===== config.mk =====
export PLATFORM = sky130hd
export DESIGN_NAME = pwm_pulse_capture_framer_flat
export DESIGN_NICKNAME = d
export VERILOG_FILES = /design/src/pcf_pkg.sv /design/src/pcf_if.sv /design/src/pwm_pulse_capture_framer.sv /design/src/pcf_front.sv /design/src/pcf_back.sv /design/src/flat_wrapper.sv
export SDC_FILE = /design/constraint.sdc
export NUM_CORES = 1
export LEC_CHECK = 0
export BUFFER_PORTS_ARGS = -buffer_cell sky130_fd_sc_hd__buf_2
export CAP_MARGIN = 0
export CORE_MARGIN = 5
export CORE_UTILIZATION = 45
export CTS_BUF_LIST = sky130_fd_sc_hd__clkbuf_8
export DETAILED_ROUTE_END_ITERATION = 6
export GPL_TIMING_DRIVEN = 0
export SETUP_SLACK_MARGIN = 0.15
export SYNTH_ARGS = -nofsm -noshare
export SYNTH_HDL_FRONTEND = slang
export SYNTH_SLANG_ARGS = --single-unit

===== constraint.sdc =====
create_clock -name clk -period 14.5 [get_ports clk]
set_clock_uncertainty 0.2 [all_clocks]
set_input_delay 1.45 -clock clk [delete_from_list [all_inputs] [get_ports clk]]
set_output_delay 1.45 -clock clk [all_outputs]
set_load 0.01 [all_outputs]

===== src/pcf_pkg.sv =====
`timescale 1ns / 1ps
// ---------------------------------------------------------------------------
// pcf_pkg
// Shared types and constants of the PWM pulse capture framer.
// ---------------------------------------------------------------------------
package pcf_pkg;

  // number of servo channels
  localparam int CHANNELS = 5;

  // fixed field widths
  localparam int CH_FIELD_W = 3;
  localparam int TS_W       = 32;
  localparam int WIDTH_W    = 16;
  localparam int TYPE_W     = 8;
  localparam int BYTE_W     = 8;
  localparam int CFG_IDX_W  = 2;
  localparam int CFG_DATA_W = 16;

  // channel index into the per channel arrays
  localparam int CH_IDX_W = (CHANNELS > 1) ? $clog2(CHANNELS) : 1;
  localparam logic [CH_FIELD_W:0] CH_LIMIT = (CH_FIELD_W + 1)'(CHANNELS);

  // frame layout: start, type, two bytes per channel, check, end
  localparam int FRAME_LEN = 4 + 2 * CHANNELS;
  localparam int IDX_W     = $clog2(FRAME_LEN);
  localparam logic [IDX_W-1:0] IDX_START = IDX_W'(0);
  localparam logic [IDX_W-1:0] IDX_TYPE  = IDX_W'(1);
  localparam logic [IDX_W-1:0] IDX_DATA  = IDX_W'(2);
  localparam logic [IDX_W-1:0] IDX_CHECK = IDX_W'(FRAME_LEN - 2);
  localparam logic [IDX_W-1:0] IDX_END   = IDX_W'(FRAME_LEN - 1);

  localparam logic [BYTE_W-1:0] FRAME_START = 8'hAA;
  localparam logic [BYTE_W-1:0] FRAME_END   = 8'h55;

  // register reset values
  localparam logic [TYPE_W-1:0]  PACKET_TYPE_RST = 8'd2;
  localparam logic [WIDTH_W-1:0] MIN_WIDTH_RST   = 16'd800;
  localparam logic [WIDTH_W-1:0] MAX_WIDTH_RST   = 16'd2200;

  // command queue between front and back
  localparam int QUEUE_DEPTH = 2;
  localparam int QPTR_W      = 1;
  localparam int QCNT_W      = 2;

  typedef enum logic [CFG_IDX_W-1:0] {
    CFG_PACKET_TYPE = 2'd0,
    CFG_MIN_WIDTH   = 2'd1,
    CFG_MAX_WIDTH   = 2'd2
  } cfg_idx_t;

  typedef struct packed {
    logic [TYPE_W-1:0]  packet_type;
    logic [WIDTH_W-1:0] min_width;
    logic [WIDTH_W-1:0] max_width;
  } cfg_regs_t;

  typedef enum logic [1:0] {
    CMD_RISE = 2'd0,
    CMD_FALL = 2'd1,
    CMD_SEND = 2'd2
  } cmd_kind_t;

  typedef struct packed {
    cmd_kind_t             kind;
    logic [CH_IDX_W-1:0]   ch;
    logic [TS_W-1:0]       ts;
  } cmd_t;

  typedef enum logic {
    BK_IDLE = 1'b0,
    BK_SEND = 1'b1
  } back_state_t;

endpackage


===== src/pcf_if.sv =====
`timescale 1ns / 1ps
// ---------------------------------------------------------------------------
// pcf_if
// Handshake channels of the PWM pulse capture framer: edge and send
// requests in, frame bytes out, register writes.
// ---------------------------------------------------------------------------
interface pcf_in_if;
  logic        valid;
  logic        ready;
  logic        req_type;
  logic [2:0]  channel;
  logic        pin_level;
  logic [31:0] timestamp_us;

  modport source (output valid, req_type, channel, pin_level, timestamp_us, input ready);
  modport sink   (input valid, req_type, channel, pin_level, timestamp_us, output ready);
endinterface

interface pcf_out_if;
  logic       valid;
  logic       ready;
  logic [7:0] frame_byte;
  logic       last_byte;

  modport source (output valid, frame_byte, last_byte, input ready);
  modport sink   (input valid, frame_byte, last_byte, output ready);
endinterface

interface pcf_cfg_if;
  logic        valid;
  logic        ready;
  logic [1:0]  index;
  logic [15:0] data;

  modport source (output valid, index, data, input ready);
  modport sink   (input valid, index, data, output ready);
endinterface


===== src/pwm_pulse_capture_framer.sv =====
`timescale 1ns / 1ps
// ---------------------------------------------------------------------------
// pwm_pulse_capture_framer
// Servo PWM pulse width capture on several channels with serial framing.
// ---------------------------------------------------------------------------
// Edge words record a rise time or measure a pulse width against the
// min/max window; send words produce a frame of 0xAA, type, two bytes per
// channel high first, an XOR check byte and 0x55 flagged as last. A two-word
// queue separates the accepting front from the executing back end. An edge
// word is executed when the back end pops it; a send word starts a frame of
// 14 bytes with five channels, paced by the single output register and the
// downstream ready. Registers are written on the cfg channel at any time it
// is idle and are always ready.
module pwm_pulse_capture_framer
  import pcf_pkg::*;
(
  input  logic       clk,
  input  logic       rst_n,
  pcf_in_if.sink     in_chan,
  pcf_out_if.source  out_chan,
  pcf_cfg_if.sink    cfg_chan
);

  cfg_regs_t cfg_r, cfg_nxt;
  logic      cmd_valid;
  cmd_t      cmd;
  logic      cmd_pop;

  // configuration registers
  assign cfg_chan.ready = 1'b1;

  always_comb begin
    cfg_nxt = cfg_r;
    if (cfg_chan.valid) begin
      unique case (cfg_chan.index)
        CFG_PACKET_TYPE: cfg_nxt.packet_type = cfg_chan.data[TYPE_W-1:0];
        CFG_MIN_WIDTH:   cfg_nxt.min_width   = cfg_chan.data[WIDTH_W-1:0];
        CFG_MAX_WIDTH:   cfg_nxt.max_width   = cfg_chan.data[WIDTH_W-1:0];
        default: ;
      endcase
    end
  end

  always_ff @(posedge clk) begin
    if (!rst_n) begin
      cfg_r.packet_type <= PACKET_TYPE_RST;
      cfg_r.min_width   <= MIN_WIDTH_RST;
      cfg_r.max_width   <= MAX_WIDTH_RST;
    end else begin
      cfg_r <= cfg_nxt;
    end
  end

  // request classification and queue
  pcf_front u_front (
    .clk       (clk),
    .rst_n     (rst_n),
    .in_chan   (in_chan),
    .cmd_valid (cmd_valid),
    .cmd       (cmd),
    .cmd_pop   (cmd_pop)
  );

  // command execution and framing
  pcf_back u_back (
    .clk       (clk),
    .rst_n     (rst_n),
    .cfg       (cfg_r),
    .cmd_valid (cmd_valid),
    .cmd       (cmd),
    .cmd_pop   (cmd_pop),
    .out_chan  (out_chan)
  );

endmodule


===== src/pcf_front.sv =====
`timescale 1ns / 1ps
// ---------------------------------------------------------------------------
// pcf_front
// Accepts request words, classifies them into rise, fall or send commands,
// drops edges of unknown channels and queues the rest for the back end.
// ---------------------------------------------------------------------------
module pcf_front
  import pcf_pkg::*;
(
  input  logic       clk,
  input  logic       rst_n,
  pcf_in_if.sink     in_chan,
  output logic       cmd_valid,
  output cmd_t       cmd,
  input  logic       cmd_pop
);

  cmd_t              q_r [QUEUE_DEPTH];
  logic [QPTR_W-1:0] wr_ptr_r, wr_ptr_nxt;
  logic [QPTR_W-1:0] rd_ptr_r, rd_ptr_nxt;
  logic [QCNT_W-1:0] cnt_r, cnt_nxt;
  logic              accept;
  logic              keep;
  logic              push;
  cmd_t              cmd_in;

  // classify the incoming word
  always_comb begin
    cmd_in.ch = in_chan.channel[CH_IDX_W-1:0];
    cmd_in.ts = in_chan.timestamp_us;
    if (in_chan.req_type) begin
      cmd_in.kind = CMD_SEND;
    end else if (in_chan.pin_level) begin
      cmd_in.kind = CMD_RISE;
    end else begin
      cmd_in.kind = CMD_FALL;
    end
  end

  assign in_chan.ready = (cnt_r != QCNT_W'(QUEUE_DEPTH));
  assign accept        = in_chan.valid && in_chan.ready;
  assign keep          = in_chan.req_type || ({1'b0, in_chan.channel} < CH_LIMIT);
  assign push          = accept && keep;

  // queue pointers and fill count
  always_comb begin
    wr_ptr_nxt = wr_ptr_r;
    rd_ptr_nxt = rd_ptr_r;
    cnt_nxt    = cnt_r;
    if (push) begin
      wr_ptr_nxt = wr_ptr_r + QPTR_W'(1);
    end
    if (cmd_pop) begin
      rd_ptr_nxt = rd_ptr_r + QPTR_W'(1);
    end
    if (push && !cmd_pop) begin
      cnt_nxt = cnt_r + QCNT_W'(1);
    end else if (!push && cmd_pop) begin
      cnt_nxt = cnt_r - QCNT_W'(1);
    end
  end

  always_ff @(posedge clk) begin
    if (!rst_n) begin
      wr_ptr_r <= '0;
      rd_ptr_r <= '0;
      cnt_r    <= '0;
    end else begin
      wr_ptr_r <= wr_ptr_nxt;
      rd_ptr_r <= rd_ptr_nxt;
      cnt_r    <= cnt_nxt;
    end
  end

  // queue storage
  always_ff @(posedge clk) begin
    if (push) begin
      q_r[wr_ptr_r] <= cmd_in;
    end
  end

  assign cmd_valid = (cnt_r != '0);
  assign cmd       = q_r[rd_ptr_r];

endmodule


===== src/pcf_back.sv =====
`timescale 1ns / 1ps
// ---------------------------------------------------------------------------
// pcf_back
// Executes queued commands: records rise times, measures and filters pulse
// widths, and serializes frames one byte per cycle into an output register unless stalled.
// ---------------------------------------------------------------------------
module pcf_back
  import pcf_pkg::*;
(
  input  logic       clk,
  input  logic       rst_n,
  input  cfg_regs_t  cfg,
  input  logic       cmd_valid,
  input  cmd_t       cmd,
  output logic       cmd_pop,
  pcf_out_if.source  out_chan
);

  back_state_t        state_r, state_nxt;
  logic [IDX_W-1:0]   idx_r, idx_nxt;
  logic [BYTE_W-1:0]  check_r, check_nxt;
  logic               out_valid_r, out_valid_nxt;
  logic [BYTE_W-1:0]  out_byte_r, out_byte_nxt;
  logic               out_last_r, out_last_nxt;
  logic [TS_W-1:0]    rise_time_r [CHANNELS];
  logic [WIDTH_W-1:0] pulse_width_r [CHANNELS];
  logic               rise_we;
  logic               width_we;
  logic [TS_W-1:0]    width_full;
  logic               in_window;
  logic [IDX_W-1:0]   wsel;
  logic [CH_IDX_W-1:0] wch;
  logic [WIDTH_W-1:0] wval;
  logic [BYTE_W-1:0]  cur_byte;
  logic               cur_is_data;

  // pulse width measurement and window check
  assign width_full = cmd.ts - rise_time_r[cmd.ch];
  assign in_window  = (width_full[TS_W-1:WIDTH_W] == '0)
                   && (width_full[WIDTH_W-1:0] >= cfg.min_width)
                   && (width_full[WIDTH_W-1:0] <= cfg.max_width);

  // frame byte selection
  assign wsel = idx_r - IDX_DATA;
  assign wch  = wsel[CH_IDX_W:1];
  assign wval = pulse_width_r[wch];

  always_comb begin
    cur_is_data = 1'b0;
    priority if (idx_r == IDX_START) begin
      cur_byte = FRAME_START;
    end else if (idx_r == IDX_TYPE) begin
      cur_byte = cfg.packet_type;
    end else if (idx_r == IDX_CHECK) begin
      cur_byte = check_r;
    end else if (idx_r == IDX_END) begin
      cur_byte = FRAME_END;
    end else begin
      cur_is_data = 1'b1;
      cur_byte    = wsel[0] ? wval[BYTE_W-1:0] : wval[WIDTH_W-1:BYTE_W];
    end
  end

  // command execution and frame sequencing
  always_comb begin
    state_nxt     = state_r;
    idx_nxt       = idx_r;
    check_nxt     = check_r;
    out_valid_nxt = out_valid_r;
    out_byte_nxt  = out_byte_r;
    out_last_nxt  = out_last_r;
    rise_we       = 1'b0;
    width_we      = 1'b0;
    cmd_pop       = 1'b0;
    if (out_valid_r && out_chan.ready) begin
      out_valid_nxt = 1'b0;
    end
    unique case (state_r)
      BK_IDLE: begin
        if (cmd_valid) begin
          cmd_pop = 1'b1;
          unique case (cmd.kind)
            CMD_RISE: rise_we = 1'b1;
            CMD_FALL: width_we = in_window;
            CMD_SEND: begin
              state_nxt = BK_SEND;
              idx_nxt   = IDX_START;
              check_nxt = cfg.packet_type;
            end
            default: ;
          endcase
        end
      end
      BK_SEND: begin
        if (!out_valid_r || out_chan.ready) begin
          out_valid_nxt = 1'b1;
          out_byte_nxt  = cur_byte;
          out_last_nxt  = (idx_r == IDX_END);
          idx_nxt       = idx_r + IDX_W'(1);
          if (cur_is_data) begin
            check_nxt = check_r ^ cur_byte;
          end
          if (idx_r == IDX_END) begin
            state_nxt = BK_IDLE;
          end
        end
      end
      default: state_nxt = BK_IDLE;
    endcase
  end

  always_ff @(posedge clk) begin
    if (!rst_n) begin
      state_r     <= BK_IDLE;
      out_valid_r <= 1'b0;
    end else begin
      state_r     <= state_nxt;
      out_valid_r <= out_valid_nxt;
    end
  end

  always_ff @(posedge clk) begin
    idx_r      <= idx_nxt;
    check_r    <= check_nxt;
    out_byte_r <= out_byte_nxt;
    out_last_r <= out_last_nxt;
  end

  // per channel state
  always_ff @(posedge clk) begin
    if (!rst_n) begin
      for (int i = 0; i < CHANNELS; i++) begin
        rise_time_r[i]   <= '0;
        pulse_width_r[i] <= '0;
      end
    end else begin
      if (rise_we) begin
        rise_time_r[cmd.ch] <= cmd.ts;
      end
      if (width_we) begin
        pulse_width_r[cmd.ch] <= width_full[WIDTH_W-1:0];
      end
    end
  end

  assign out_chan.valid      = out_valid_r;
  assign out_chan.frame_byte = out_byte_r;
  assign out_chan.last_byte  = out_last_r;

endmodule


===== src/flat_wrapper.sv =====
// flat-port wrapper written by rule: the top's interface ports become plain ports
module pwm_pulse_capture_framer_flat import pcf_pkg::*;
  (clk, rst_n, in_chan_valid, in_chan_req_type, in_chan_channel, in_chan_pin_level, in_chan_timestamp_us, in_chan_ready, out_chan_valid, out_chan_frame_byte, out_chan_last_byte, out_chan_ready, cfg_chan_valid, cfg_chan_index, cfg_chan_data, cfg_chan_ready);
  pcf_in_if in_chan_i ();
  pcf_out_if out_chan_i ();
  pcf_cfg_if cfg_chan_i ();
  input  logic clk;
  input  logic rst_n;
  input wire logic [$bits(in_chan_i.valid)-1:0] in_chan_valid;
  input wire logic [$bits(in_chan_i.req_type)-1:0] in_chan_req_type;
  input wire logic [$bits(in_chan_i.channel)-1:0] in_chan_channel;
  input wire logic [$bits(in_chan_i.pin_level)-1:0] in_chan_pin_level;
  input wire logic [$bits(in_chan_i.timestamp_us)-1:0] in_chan_timestamp_us;
  output wire logic [$bits(in_chan_i.ready)-1:0] in_chan_ready;
  output wire logic [$bits(out_chan_i.valid)-1:0] out_chan_valid;
  output wire logic [$bits(out_chan_i.frame_byte)-1:0] out_chan_frame_byte;
  output wire logic [$bits(out_chan_i.last_byte)-1:0] out_chan_last_byte;
  input wire logic [$bits(out_chan_i.ready)-1:0] out_chan_ready;
  input wire logic [$bits(cfg_chan_i.valid)-1:0] cfg_chan_valid;
  input wire logic [$bits(cfg_chan_i.index)-1:0] cfg_chan_index;
  input wire logic [$bits(cfg_chan_i.data)-1:0] cfg_chan_data;
  output wire logic [$bits(cfg_chan_i.ready)-1:0] cfg_chan_ready;
  assign in_chan_i.valid = in_chan_valid;
  assign in_chan_i.req_type = in_chan_req_type;
  assign in_chan_i.channel = in_chan_channel;
  assign in_chan_i.pin_level = in_chan_pin_level;
  assign in_chan_i.timestamp_us = in_chan_timestamp_us;
  assign in_chan_ready = in_chan_i.ready;
  assign out_chan_valid = out_chan_i.valid;
  assign out_chan_frame_byte = out_chan_i.frame_byte;
  assign out_chan_last_byte = out_chan_i.last_byte;
  assign out_chan_i.ready = out_chan_ready;
  assign cfg_chan_i.valid = cfg_chan_valid;
  assign cfg_chan_i.index = cfg_chan_index;
  assign cfg_chan_i.data = cfg_chan_data;
  assign cfg_chan_ready = cfg_chan_i.ready;
  pwm_pulse_capture_framer u_core (.clk(clk), .rst_n(rst_n), .in_chan(in_chan_i), .out_chan(out_chan_i), .cfg_chan(cfg_chan_i));
endmodule

# Yosys cells after proc, flatten, opt, wreduce, memory -nomap -nowiden
# Memory sizes are Yosys's and may differ from the RTL's. A register that Yosys moved wholly into a read port is not among the register bits.
# Cells that the tools add are included.
# word_totals
regBits	67
mem_count	3
inputBits	60
wordCells	119
mem_bits_rw	314
latchBits	0
romBits	0
# memory_table
memory	depth	word_bits	rd	rd_clocked_by_memory_dff	wr	line_no	text
u_core.u_back.rise_time_r	5	32	1	0	5	pcf_back.sv:25	logic [TS_W-1:0] rise_time_r [CHANNELS];
u_core.u_back.pulse_width_r	5	16	1	0	5	pcf_back.sv:26	logic [WIDTH_W-1:0] pulse_width_r [CHANNELS];
u_core.u_front.q_r	2	37	1	1	1	pcf_front.sv:18	cmd_t q_r [QUEUE_DEPTH];
# op_classes
n_mux	54
n_lt_le_gt_ge	3
div_mod_pow	0
bitwise	2
mul	0
n_addsub	7
reduce_logical	26
shifts	0
eq_ne	12
# ops
op	n
$mux W8	9
$mux W1	32
$mux W32	1
$reduce_or A32 Y1	1
$sub A32 B32 Y32	1
$ge A16 B16 Y1	1
$le A16 B16 Y1	1
$logic_not A16 Y1	1
$mux W16	1
$pmux W8 S2	1
$reduce_or A16 Y1	1
$mux W4	3
$eq A4 B4 Y1 const B	2
$ne A2 B1 Y1 const B	4
$pmux W4 S2	1
$reduce_and A2 Y1	4
$xor A8 B8 Y8	1
$logic_and A1 B1 Y1	7
$mux W2	3
$mux W3	2
$add A4 B1 Y4 const B	1
$eq A2 B1 Y1 const B	2
$eq A2 B2 Y1 const B	2
$eq A4 B1 Y1 const B	1
15 further kinds	21

# Longest topological paths before layout
# Gate-level depths: netlist of run 1.
# An unclocked memory read counts as a cell.
# depth
depth_word	13
mapped_depth	29
mapped_depth_nobuf	26

# By module
# Synthesis of run 1 repeated with hierarchy kept, for this count alone.
# unflattened
hier_cells	1755
area_unflattened_um2	24318.3
# modules_own_cells
mod	seq_area_each_um2	instances	area_per_inst_um2	cells_each
pcf_back	12201.7	1	19795.2	1453
pcf_front	2322.2	1	2927.8	142
pwm_pulse_capture_framer	800.8	1	1595.3	160

# Worst setup path before layout of run 1
# OpenSTA, ideal clock, no wires.
# synth_path
kind	register to register
from	register with a tool-made name
to	memory u_core.u_back.pulse_width_r[5][0] (enable)
n_path_buf	3
path_stages_with_launch	27
arrival_time_ns	7.763
path_slack_ns	6.101
cell_sequence	dfxtp_1 buf_2 buf_1 or2_2 o22ai_1 clkbuf_1 a22oi_1 and4_1 ha_1 a21o_1 a21oi_1 nand2_1 a21o_1 a21o_1 a21o_1 a21oi_1 xor2_1 inv_1 ha_1 a21o_1 a21oi_1 o21a_1 o221a_2 o211ai_1 nor3_2 nand2_1 nor4b_1
# synth_rtl
element	line_no
end: declaration	pcf_back.sv:26

==> results of run 1 <==
==> final cells by class <==
type                            instances  area, um^2
Timing Repair Buffer                   95       680.7
Inverter                               95       356.6
Clock inverter                         57       279.0
Sequential cell                       526       15320
Fill cell                            4592       25500
Buffer                                 87       389.1
Tap cell                              688       860.8
Multi-Input combinational cell       1164        7939
Clock buffer                           96        1321
==> per-layer routing <==
metal  GRT usage  up-vias  part of all wire
li1            -     7371                 -
met1      0.2975     7932              0.39
met2      0.3901      679              0.48
met3     0.05005      183             0.072
met4      0.1138        0             0.053
met5           0        -                 0
==> Yosys cell counts, types with 5 or more instances <==
master    number
a21oi_1       95
nor2b_1        9
buf_2         17
nand2_1      167
o211ai_1      15
ha_1          69
edfxtp_1     479
nand2b_1      18
nand4_1       17
and4_1        17
o21ai_1        7
o21a_1         5
mux4_2        40
buf_6          5
a22oi_1       82
and2_1        10
clkbuf_1      58
xnor2_1       16
buf_1          6
nor2_1       298
o22ai_1       23
a221oi_1      17
dfxtp_1       47
nand3_1       11
nor3_1        14
mux2_2         8
or3_1         10
a31oi_1        6
a21o_1        20
o21ai_0       28
nand4_4        5
mux2i_1       43
and3_1        15
o221ai_1       6
inv_1         95
xor2_1        21
==> report_power, final <==
| part | internal (uW) | switching, uW | total, uW |
|---|---|---|---|
| Combinational | 725 | 1530 | 2260 |
| Sequential | 1850 | 36.9 | 1890 |
| Clock | 624 | 596 | 1220 |
==> cell families after synthesis <==
logic type / share of synthesized area
flip-flops: 0.6399
adder cells (fa/ha/maj): 0.03689
AO/OA/AOI/OAI: 0.1002
multiplexers: 0.05935
other: 0.0001566
AND/OR/NAND/NOR: 0.1189
XOR/XNOR: 0.01353
buffers and inverters: 0.03114
==> state kept, by name, summed over array words and instances, names as in the netlist, named ones only <==
register and cells:
u_core.u_back.rise_time_r 256, u_core.u_back.pulse_width_r 128, u_core.u_front.q_r 74, u_core.cfg_r 40, u_core.u_back.check_r 8, u_core.u_back.out_chan.frame_byte 8
u_core.u_back.idx_r 4, u_core.u_front.cnt_r 2, u_core.u_back.out_chan.last_byte 1, u_core.u_back.out_chan.valid 1, u_core.u_back.state_r 1, u_core.u_front.rd_ptr_r 1
u_core.u_front.wr_ptr_r 1
==> metrics by stage <==
step | instances | utilization
detailed placement | 2654 | 0.4850
floorplan | 1872 | -
global placement | 2629 | 0.4777
global route | 2808 | 0.5156
finish | 2808 | 0.5156
CTS | 2807 | 0.5154
==> final timing paths <==
path / startpoint / to / slack (ps) / cells past startpoint
setup reg to reg: flip-flop / u_core.u_back.pulse_width_r[4][5] / 3750 / 26
hold / removal: u_core.cfg_r[17] / u_core.cfg_r[17] / 250 / 2
hold reg to reg: u_core.cfg_r[17] / u_core.cfg_r[17] / 250 / 2
setup / recovery: flip-flop / u_core.u_back.pulse_width_r[4][5] / 3750 / 26
==> placed cells by master, fill, tap and decap left out, types with 7 or more instances in the layout <==
master / synthesis / final
a22oi_1: 82 / 82
nand2b_1: 18 / 18
edfxtp_1: 479 / 479
and2_1: 10 / 9
buf_4: 1 / 7
nor3_1: 14 / 11
clkinv_2: 0 / 8
nor2_1: 298 / 297
nand2_1: 167 / 162
o22ai_1: 23 / 22
dfxtp_1: 47 / 47
a21oi_1: 95 / 95
buf_12: 0 / 7
xor2_1: 21 / 21
o21ai_0: 28 / 28
nand3_1: 11 / 11
a21o_1: 20 / 20
xnor2_1: 16 / 16
clkbuf_1: 58 / 58
nor2b_1: 9 / 9
clkinv_1: 0 / 15
mux2_2: 8 / 8
clkbuf_8: 0 / 96
nand4_1: 17 / 17
o211ai_1: 15 / 15
mux4_2: 40 / 40
o21ai_1: 7 / 7
mux2i_1: 43 / 43
a221oi_1: 17 / 17
and3_1: 15 / 15
or3_1: 10 / 10
inv_1: 95 / 123
and4_1: 17 / 17
ha_1: 69 / 69
buf_6: 5 / 17
buf_2: 17 / 86
==> worst reg2reg max path: stages, from the launching register on <==
cell and delay, ps:
dfxtp_1 350, buf_2 190, buf_1 440, nand2b_1 370
o22ai_1 1040, clkbuf_1 780, a22oi_1 220, and4_1 250
ha_1 390, a21o_1 240, a21oi_1 300, nand2_1 220
a21o_1 230, a21o_1 190, a21o_1 180, a21oi_1 180
xor2_1 680, inv_1 370, ha_1 390, nand2_1 60
o31a_1 300, o21ai_0 390, o221ai_1 340, nor4_4 800
nand4_4 380, buf_6 280, nand2_1 620
==> impl_metrics.yaml, run 1 <==
status:
  status: "finished, final reports clean"
routing:
  wl_per_cell_um: 24.29
  via_per_inst: 5.757
  drtIter0Drc: 1418
  num_vias: 16170
  wirelength_um: 68200
  first_pass_iters: 5
  drc_errors: 0
  ant_nets: 0
sta:
  finalCritPeriodShare: 0.7416
  maxSlewViolCount: 0
  relSlewSlack: 0.09489
  setup_tns_ps: 0
  setup_ws_ps: 3747
  worst-slew-pin-transition_ps: 1358
  min_period_ps: 10750
  rsz0062_at_grt: "no"
  fmax_mhz: 93.00
  whs_ps: 254.7
  setup_viol: 0
  finalHoldViolCount: 0
die:
  fp.coreArea_um2: 52660
  pin_count: 72
  die_h_um: 240.7
  die_x_um: 240.7
  die-area_um2: 57930
  start_util: 0.4548
  rows: 84
worst_setup_path:
  crit_buf_inv: 5
  worstSetupEndpointType: "flip-flop"
  arrival_ps: 10860
  cpMostUsedCell: "a21o_1"
  path_class: "reg2reg"
  slowest_delay_ps: 1040
  cp_slowest_cell: "o22ai_1"
  worstPathRequired_ps: 14610
  critical_path.top_delay_family: "compound AO/OA/AOI/OAI gates"
  cp_max_fo: 16
  critPathLaunchType: "flip-flop"
place:
  gp_congestion: 0.9246
  port_buffers: 69
  dp_hpwl_um: 48650
  place_ws_ps: 3857
  postPlaceCellArea_um2: 25540
synth:
  post_synth_num_cell_types: 78
  synth.ff_latch_count: 526
  synthTopCellsByArea: "edfxtp_1, nor2_1, dfxtp_1, mux4_2, ha_1"
  synthArstFlopShare: 0
  synthCells: 1872
  yosys_warnings: 0
  synth.avg_cell_area_um2: 12.79
  synth_top_area_share: 0.6006
  synth_edf_count: 479
  yosysSeqAreaShare: 0.6399
  synth_flop_cell: "edfxtp_1"
  syn_area_um2: 23950
  syn_nets: 2002
  synth_top_cell_by_area: "edfxtp_1"
clocking:
  cts-root-buf: "clkbuf_8"
  numCtsBuffers: 89
  ctsLongestPathBuffers: 3
  htreeDepth: 3
  path_clk_slew_ps: 70
  cts_resized: 0
  hold_buffers: 0
  postCtsSetupBuffers: 0
  cts.sinks: 526
  tritoncts: "built"
  clk_latency_ps: 700
pwr:
  p_leak_uw: 0.009948
  power.density_nw_per_um2: 197.6
  finalPower_uw: 5365
  irDropWorstVdd_mv: 0.09894
global_routing:
  first_global_vias: 16360
  antenna_found_initial: 0
  grt.total_usage: 0.2357
  grt_max_degree: 28
  gr-total-overflow: 0
  grt_pass1_wl_um: 101200
cells_and_area:
  final_nets: 2188
  antennaDiodeCount: 0
  fin_area_um2: 27150
  drive_above_1_share: 0.1476
  area_delta_synth_final_pct: 13.37
job:
  maxCapViolCount: 0
worst_hold_path:
  hp-class: "reg2reg"
(Power assumes the default switching activity.)
==> run 2, diff against run 1 <==
==> constraint.sdc (replaced) <==
create_clock -name clk -period 8.9 [get_ports clk]
set_clock_uncertainty 0.2 [all_clocks]
set_input_delay 0.89 -clock clk [delete_from_list [all_inputs] [get_ports clk]]
set_output_delay 0.89 -clock clk [all_outputs]
set_load 0.01 [all_outputs]
==> run 2 against run 1 <==
- fmax increased by 26%
- worst hold slack got worse by 75 ps
- clock power increased by 63%
- non-clock buffer count increased by 9
- critical path depth increased by 1
- via count increased by 0.27%
- largest power group unchanged
==> impl_metrics.yaml, run 2 (synthesized netlist as in run 1, its figures left out) <==
routing:
  drc_errors: 0
  ant_nets: 0
  wirelength_um: 68680
  via_per_inst: 5.754
  drtIter0Drc: 1433
  wl_per_cell_um: 24.38
  first_pass_iters: 5
  num_vias: 16210
global_routing:
  gr-total-overflow: 0
  antenna_found_initial: 0
  first_global_vias: 16430
  grt.total_usage: 0.2371
  grt_max_degree: 28
  grt_pass1_wl_um: 101700
sta:
  worst-slew-pin-transition_ps: 1241
  relSlewSlack: 0.1699
  rsz0062_at_grt: "no"
  setup_ws_ps: 395.3
  maxSlewViolCount: 0
  setup_viol: 0
  finalHoldViolCount: 0
  finalCritPeriodShare: 0.9556
  min_period_ps: 8505
  fmax_mhz: 117.6
cells_and_area:
  antennaDiodeCount: 0
  largest_reg_flops: 256
  top_regs: "u_core.u_back.rise_time_r: 256 flops, u_core.u_back.pulse_width_r: 128 flops, u_core.u_front.q_r: 74 flops"
  final_common_cell: "edfxtp_1"
  largest_register: "u_core.u_back.rise_time_r"
  drive_above_1_share: 0.1686
  mostFrequentLayoutCells: "edfxtp_1, nor2_1, nand2_1, inv_1, clkbuf_8"
  num-fill-cells: 4561
  final_nets: 2197
  postLayoutCoreUtil: 0.5212
  area_delta_synth_final_pct: 14.60
worst_setup_path:
  arrival_ps: 8620
  path_class: "reg2reg"
  worstPathRequired_ps: 9020
  critPathLaunchType: "flip-flop"
  cp_max_fo: 16
  worstSetupEndpointType: "flip-flop"
die:
  pin_count: 72
  die_h_um: 240.7
  die_x_um: 240.7
  fp.coreArea_um2: 52660
  start_util: 0.4548
  die-area_um2: 57930
  rows: 84
place:
  gp_congestion: 0.9246
  dp_hpwl_um: 48650
  place_ws_ps: -1743
  port_buffers: 69
worst_hold_path:
  hp-class: "in2reg"
pwr:
  p_leak_uw: 0.01013
  finalPower_uw: 8852
  power.density_nw_per_um2: 322.5
  irDropWorstVdd_mv: 0.1609
clocking:
  numCtsBuffers: 89
  cts.sinks: 526
  path_clk_slew_ps: 70
  hold_buffers: 0
  htreeDepth: 3
  clk_latency_ps: 700
  cts-root-buf: "clkbuf_8"
  ctsLongestPathBuffers: 3
  tritoncts: "built"
status:
  status: "finished, final reports clean"
job:
  maxCapViolCount: 0
-- run 2: through the flow --
stage / hold WS [ps] / std cells / cell area, um^2 / TNS [ps]
final: 179.4 / 2817 / 27450 / 0
after CTS: 121.6 / 2813 / 27350 / 0
after detailed placement: 247.9 / 2654 / 25540 / -267740
after floorplan: 236.3 / 1872 / 23950 / 0
after global placement: 245.6 / 2629 / 25150 / -453860
after global routing: 141.1 / 2817 / 27450 / 0
-- run 2: cell type report --
class                           instances  area (um^2)  share of cell area
Timing Repair Buffer                  104        773.2             0.02817
Clock inverter                         57        279.0             0.01017
Tap cell                              688        860.8             0.03137
Clock buffer                           96         1321             0.04814
Sequential cell                       526        15320              0.5584
Buffer                                 87        424.2             0.01545
Inverter                               95        356.6             0.01299
Multi-Input combinational cell       1164         8105              0.2953
-- run 2: layer usage --
metal | vias to the layer above | wire length, um | share of wire | global-route usage
li1 | 7387 | - | - | -
met4 | 0 | 3691 | 0.054 | 0.1193
met1 | 7960 | 27020 | 0.39 | 0.2981
met2 | 681 | 33200 | 0.48 | 0.3909
met3 | 181 | 4767 | 0.069 | 0.05119
met5 | - | 0 | 0 | 0
-- run 2: final timing paths --
kind,slack (ps),endpoint,startpoint,cells past startpoint
setup reg to reg,400,u_core.u_back.pulse_width_r[4][0],flip-flop,27
setup / recovery,400,u_core.u_back.pulse_width_r[4][0],flip-flop,27
hold / removal,180,u_core.u_front.q_r[1][1],in_chan_timestamp_us[1],1
hold reg to reg,250,u_core.cfg_r[17],u_core.cfg_r[17],2
-- run 2: power by group --
group	leakage, uW	total, uW	switching, uW	internal, uW
Clock	0.000920	1990	970	1020
Combinational	0.00418	3790	2550	1240
Sequential	0.00504	3080	60.2	3020
Total	0.0101	8850	3580	5270
-- run 2: critical path: stages, from the launching register on --
cell,delay [ps]
dfxtp_1,350
buf_2,190
clkdlybuf4s18_2,440
or2_2,470
o22ai_4,370
clkbuf_2,420
a22oi_1,110
and4_1,190
ha_1,390
a21o_1,230
a21oi_1,310
nand2_1,240
a21o_1,240
a21o_1,210
a21o_1,180
a21oi_1,240
xor2_2,330
inv_1,260
ha_1,340
nand2_1,60
o31a_1,300
o21ai_0,370
o221ai_1,340
nor4_4,260
buf_12,180
nand4_4,210
buf_6,260
nand2_2,370
-- run 2: what timing repair did --
action | CTS | global route
resized for setup | 38 | 16
pin swaps | 3 | 2
endpoints found under the setup margin | 208 | 119
buffers inserted | 6 | 3
